File: src/hw/rtl/dtsf_pkg.sv
// Shared types and constants for the dual tap sawtooth flanger.
// Used by dtsf_ctrl, dtsf_dpath and dual_tap_sawtooth_flanger; no dependencies.
package dtsf_pkg;

   localparam int STORE_DEPTH_DEFAULT = 4096;

   localparam int SAMPLE_W   = 16;
   localparam int DEPTH_W    = 19;
   localparam int DELAY_W    = 19;
   localparam int PHASE_W    = 32;
   localparam int GAIN_W     = 16;
   localparam int CSR_IDX_W  = 3;
   localparam int CSR_DATA_W = 32;

   typedef logic [CSR_IDX_W-1:0] csr_index_type;

   localparam csr_index_type REG_LFO_DEPTH  = 3'd0;
   localparam csr_index_type REG_PREDELAY   = 3'd1;
   localparam csr_index_type REG_PHASE_STEP = 3'd2;
   localparam csr_index_type REG_GAIN_A     = 3'd3;
   localparam csr_index_type REG_GAIN_B     = 3'd4;

   localparam logic signed [GAIN_W-1:0] GAIN_RESET = 16'sd16384;

   typedef enum logic [2:0] {
      ST_IDLE,
      ST_MUL,
      ST_ADDR,
      ST_RD_LO,
      ST_RD_HI,
      ST_INTERP,
      ST_GAIN,
      ST_COMMIT
   } state_type;

   typedef struct packed {
      logic load;       // latch input sample, clear accumulator
      logic sel;        // 0: tap a, 1: tap b
      logic mul_en;     // depth * sawtooth
      logic addr_en;    // delay clamp and read position
      logic rd_hi;      // memory address on the upper neighbor, capture lower one
      logic interp_en;  // linear interpolation
      logic gain_en;    // gain multiply and accumulate
      logic commit;     // write sample, advance index and phase, load result
   } cmd_type;

   typedef struct packed {
      logic rsp_free;
   } status_type;

endpackage

File: src/hw/rtl/dtsf_ctrl.sv
// Sequencer for the flanger: steps one sample through both taps and the commit.
// Depends on dtsf_pkg for the state enum and the command/status structs.
module dtsf_ctrl (
   input  logic                   clock,
   input  logic                   reset,
   input  logic                   req_valid,
   output logic                   req_stall,
   input  dtsf_pkg::status_type   sts,
   output dtsf_pkg::cmd_type      cmd
);
   import dtsf_pkg::*;

   state_type state_ff, state_in;
   logic      sel_ff, sel_in;

   always_ff @(posedge clock) begin
      if (reset) begin
         state_ff <= ST_IDLE;
         sel_ff   <= 1'b0;
      end else begin
         state_ff <= state_in;
         sel_ff   <= sel_in;
      end
   end

   always_comb begin
      state_in  = state_ff;
      sel_in    = sel_ff;
      cmd       = '0;
      cmd.sel   = sel_ff;
      req_stall = 1'b1;
      unique case (state_ff)
         ST_IDLE: begin
            req_stall = 1'b0;
            if (req_valid) begin
               cmd.load = 1'b1;
               sel_in   = 1'b0;
               state_in = ST_MUL;
            end
         end
         ST_MUL: begin
            cmd.mul_en = 1'b1;
            state_in   = ST_ADDR;
         end
         ST_ADDR: begin
            cmd.addr_en = 1'b1;
            state_in    = ST_RD_LO;
         end
         ST_RD_LO: begin
            state_in = ST_RD_HI;
         end
         ST_RD_HI: begin
            cmd.rd_hi = 1'b1;
            state_in  = ST_INTERP;
         end
         ST_INTERP: begin
            cmd.interp_en = 1'b1;
            state_in      = ST_GAIN;
         end
         ST_GAIN: begin
            cmd.gain_en = 1'b1;
            if (sel_ff) begin
               state_in = ST_COMMIT;
            end else begin
               sel_in   = 1'b1;
               state_in = ST_MUL;
            end
         end
         ST_COMMIT: begin
            // hold until the output register can take the beat
            if (sts.rsp_free) begin
               cmd.commit = 1'b1;
               sel_in     = 1'b0;
               state_in   = ST_IDLE;
            end
         end
         default: begin
            state_in = ST_IDLE;
         end
      endcase
   end

   assert property (@(posedge clock) disable iff (reset)
      (req_valid && !req_stall) |=> (state_ff == ST_MUL && !sel_ff))
      else $error("accepted beat did not start on tap a");

   assert property (@(posedge clock) disable iff (reset)
      (state_ff == ST_COMMIT && !sts.rsp_free) |=> (state_ff == ST_COMMIT))
      else $error("commit left while output register was busy");

   assert property (@(posedge clock) disable iff (reset)
      (state_ff == ST_GAIN && !sel_ff) |=> (state_ff == ST_MUL && sel_ff))
      else $error("tap b not started after tap a");

endmodule

File: config.mk
export PLATFORM = sky130hd
export DESIGN_NAME = dtsf_ctrl
export DESIGN_NICKNAME = d
export VERILOG_FILES = /design/src/hw/rtl/dtsf_pkg.sv /design/src/hw/rtl/dtsf_ctrl.sv
export SDC_FILE = /design/constraint.sdc
export NUM_CORES = 1
export LEC_CHECK = 0
export ABC_AREA = 0
export BUFFER_PORTS_ARGS = -buffer_cell sky130_fd_sc_hd__buf_2
export CAP_MARGIN = 20
export CORE_AREA = 2 2 39 41
export CTS_CLUSTER_DIAMETER = 200
export DETAILED_ROUTE_END_ITERATION = 10
export DIE_AREA = 0 0 41 43
export SLEW_MARGIN = 40
export SYNTH_ARGS = -nofsm -noshare
export SYNTH_HDL_FRONTEND = slang
export SYNTH_SLANG_ARGS = --single-unit
File: constraint.sdc
create_clock -name clock -period 1.5 [get_ports clock]
set_input_delay 0.225 -clock clock [delete_from_list [all_inputs] [get_ports clock]]
set_output_delay 0.225 -clock clock [all_outputs]
set_load 0.01 [all_outputs]
==> impl_metrics.csv <==
group,metric,value,unit
place,place.gp.congestion,0.666,
power,cellPowerDensity,909,nW/um2
synth,synth_largest_area_cell,"dfxtp_1",
hold_path,hold_depth,2,
worst_setup_path,r2r-start,"state_ff[0]$_SDFFE_PP0P_",
timing,holdWs,0.214,ns
synth,synth-warning-count,0,
synth,synth_xor_area_share,0,%
global_routing,grt-ovfl-total,0,
timing,layout_min_cycle_time,1.41,ns
detailed_routing,wl_met2,304,um
synth,yosysTopAreaCellShare,30.8,%
timing,fin_skew,0.00353,ns
job,drv_cap,0,
synth,synth_top_family_by_area,"simple AND/OR/NAND/NOR gates",
timing,grt_setup_unrepaired,"false",
worst_setup_path,worst-setup-path-type,"register to primary output",
floorplanning,core,1380,um2
layout,area_growth,34.1,%
worst_setup_path,critPathLaunchType,"register",
floorplanning,start_util,18.8,%
detailed_routing,drtAntennaViolNets,0,
floorplanning,dieArea,1760,um2
global_routing,grt_use_total,8.63,%
timing,finalCritPeriodShare,93.8,%
layout,seq_area,82.6,um2
synth,synthFlopType,"dfxtp_1",
global_routing,grt_pass1_wl,938,um
synth,syn_nets,38,
synth,synth_edf_count,0,
worst_setup_path,path_max_fanout,8,
hold_path,hp-class,"input pin to register",
layout,fill_cells,171,
worst_setup_path,cpPeakStageDelay,0.38,ns
synth,synthTopCellsByCount,"4 x a21oi_1, 4 x dfxtp_1, 3 x and3_1, 3 x buf_4, 3 x o21ai_0",
worst_setup_path,worst_setup_path_end_kind,"primary output",
floorplanning,rows,14,
layout,drive_gt1_share,45.7,%
synth,synth-simple-area-share,32.2,%
synth,synthesis.area,260,um2
synth,ys_seq_area_share,30.8,%
synth,synth_adder_area_share,0,%
layout,multiInputGateArea,153,um2
hold_path,worstHoldStart,"reset",
detailed_routing,route.detailed.drc,0,
synth,synth_area_leaders,"dfxtp_1 31%, buf_4 8.7%, a21oi_1 7.7%",
detailed_routing,drt-met1-wl,251,um
synth,ys_types,19,
clocking,insertion_delay,0.23,ns
global_routing,grt_max_degree,14,
worst_setup_path,rrSetupSlack,0.46,ns
place,port_buffers,12,
power,ir_drop,0.289,mV
detailed_routing,wl_per_cell,9.76,um
timing,finalSetupViolCount,0,
global_routing,grt_pass1_vias,238,
power,power.leakage,0.177,nW
detailed_routing,drt_first_pass_iters,2,
detailed_routing,wirelength,605,um
worst_setup_path,crit_chain,"or3_1, nor2_1, buf_2",
floorplanning,io_pins,13,
clocking,cts_buffers,3,
clocking,htree_num_levels,1,
synth,synthArstFlopShare,0,%
layout,num_antenna_cells,0,
detailed_routing,drt-vias-per-instance,4.53,
synth,syn_area_per_cell,7.65,um2
detailed_routing,dr_wl_met3,49,um
clocking,cts_root_buf,"clkbuf_4",
timing,totalNegativeSetupSlack,0,ns
timing,fmax,710,MHz
global_routing,antenna_found_initial,0,
floorplanning,die_height,43,um
clocking,cts.path.max_buffers,2,
worst_setup_path,required,1.27,ns
hold_path,holdPathEnd,"sel_ff$_SDFFE_PP0P_",
detailed_routing,drt_iter0_drc,7,
synth,ys_ff_latch,4,
outcome,outcome,"complete, no violations",
clocking,cts.clk_slew.worst_paths,0.04,ns
timing,worst-slew-pin-transition,0.276,ns
clocking,cts_tree,"built",
worst_setup_path,critPathArrivalTime,1.18,ns
floorplanning,die_w,41,um
worst_setup_path,r2r_cells,3,
detailed_routing,num_vias,281,
worst_setup_path,r2r-end,"sel_ff$_SDFFE_PP0P_",
detailed_routing,dr.max_layer_used,"met3",
place,dp_hpwl,475,um
clocking,cts_num_sinks,4,
synth,synth.area.mux_share,0,%
worst_setup_path,slowest_stage,"or3_1",
timing,finalMaxSlewViolations,0,
synth,synth_cells,34,
layout,nets,52,
timing,slew_headroom,81.4,%
synth,synth-compound-area-share,24.0,%
timing,finalHoldViolations,0,
## registers in the layout, indices dropped and copies added, names as in the netlist
| register | flops |
|---|---|
| state_ff | 3 |
| sel_ff | 1 |
## final cells by class
| class | count | share of cell area (%) |
|---|---|---|
| Clock buffer | 3 | 6.45 |
| Tap cell | 16 | 5.73 |
| Sequential cell | 4 | 23.7 |
| Timing Repair Buffer | 12 | 17.2 |
| Inverter | 3 | 3.23 |
| Multi-Input combinational cell | 24 | 43.7 |
## kinds of logic (layout without fill, tap and decap cells)
group / after synthesis / count (layout)
AOI/OAI and AO/OA: 10 / 10
and+or+nand+nor: 14 / 14
buffers and inverters: 6 / 18
DFF: 4 / 4
## routing by layer
metal,vias to the layer above,track usage [%]
met2,8,10.9
met5,-,0
met3,0,6.28
li1,145,-
met1,128,8.68
met4,0,8.00
## worst max-delay path, delay by kind of cell (launching register included)
| kind | cells | cell delay [ns] |
|---|---|---|
| flip-flops | 1 | 0.37 |
| AND/OR/NAND/NOR | 2 | 0.47 |
| buffers and inverters | 1 | 0.13 |
## stage by stage
stage	instances	utilization, %	setup slack [ns]	power (mW)	cell area, um2
2_1_floorplan	34	-	0.261	0.164	260
3_3_place_gp	59	23.0	0.295	0.189	318
3_5_place_dp	59	23.0	0.288	0.189	318
4_1_cts	62	24.6	0.0345	0.323	340
5_1_grt	62	25.2	0.00835	0.347	349
6_report	62	25.2	0.0924	0.317	349
## what timing repair did
item	in CTS	in global routing
gates resized for setup	0	4
setup endpoints to repair	0	2
setup buffers	0	0
hold endpoints to repair	0	0
hold buffers	0	0
## cells in the final DEF, fill, tap and decap left out
cell / count
o21ai_0: 3
nand3_1: 2
dfxtp_1: 2
a21oi_1: 4
nor3_4: 1
a2111oi_2: 1
nor3_1: 2
o21ai_1: 1
or2b_1: 1
nand2_1: 1
inv_2: 2
o31ai_1: 1
dfxtp_2: 2
clkbuf_4: 3
and2b_1: 1
and3_1: 3
inv_1: 1
nor2b_1: 1
buf_2: 12
or3_1: 1
nor2_1: 1
## report_power, final
part / internal [mW] / switching (mW)
sequential: 0.114 / 0.0131
combinational: 0.0261 / 0.0380
clock: 0.0889 / 0.0365
## how the worst max path moves through the flow
stage | endpoint | depth (start not counted) | from
after global routing | cmd[7] | 3 | state_ff[0]$_SDFFE_PP0P_
after global placement | cmd[0] | 3 | state_ff[1]$_SDFFE_PP0P_
final | cmd[7] | 3 | state_ff[0]$_SDFFE_PP0P_
after CTS | cmd[0] | 3 | state_ff[1]$_SDFFE_PP0P_
after floorplan | cmd[7] | 3 | state_ff[2]$_SDFFE_PP0P_
after detailed placement | cmd[0] | 3 | state_ff[1]$_SDFFE_PP0P_
Note: power is estimated with default switching activity, not from simulation.
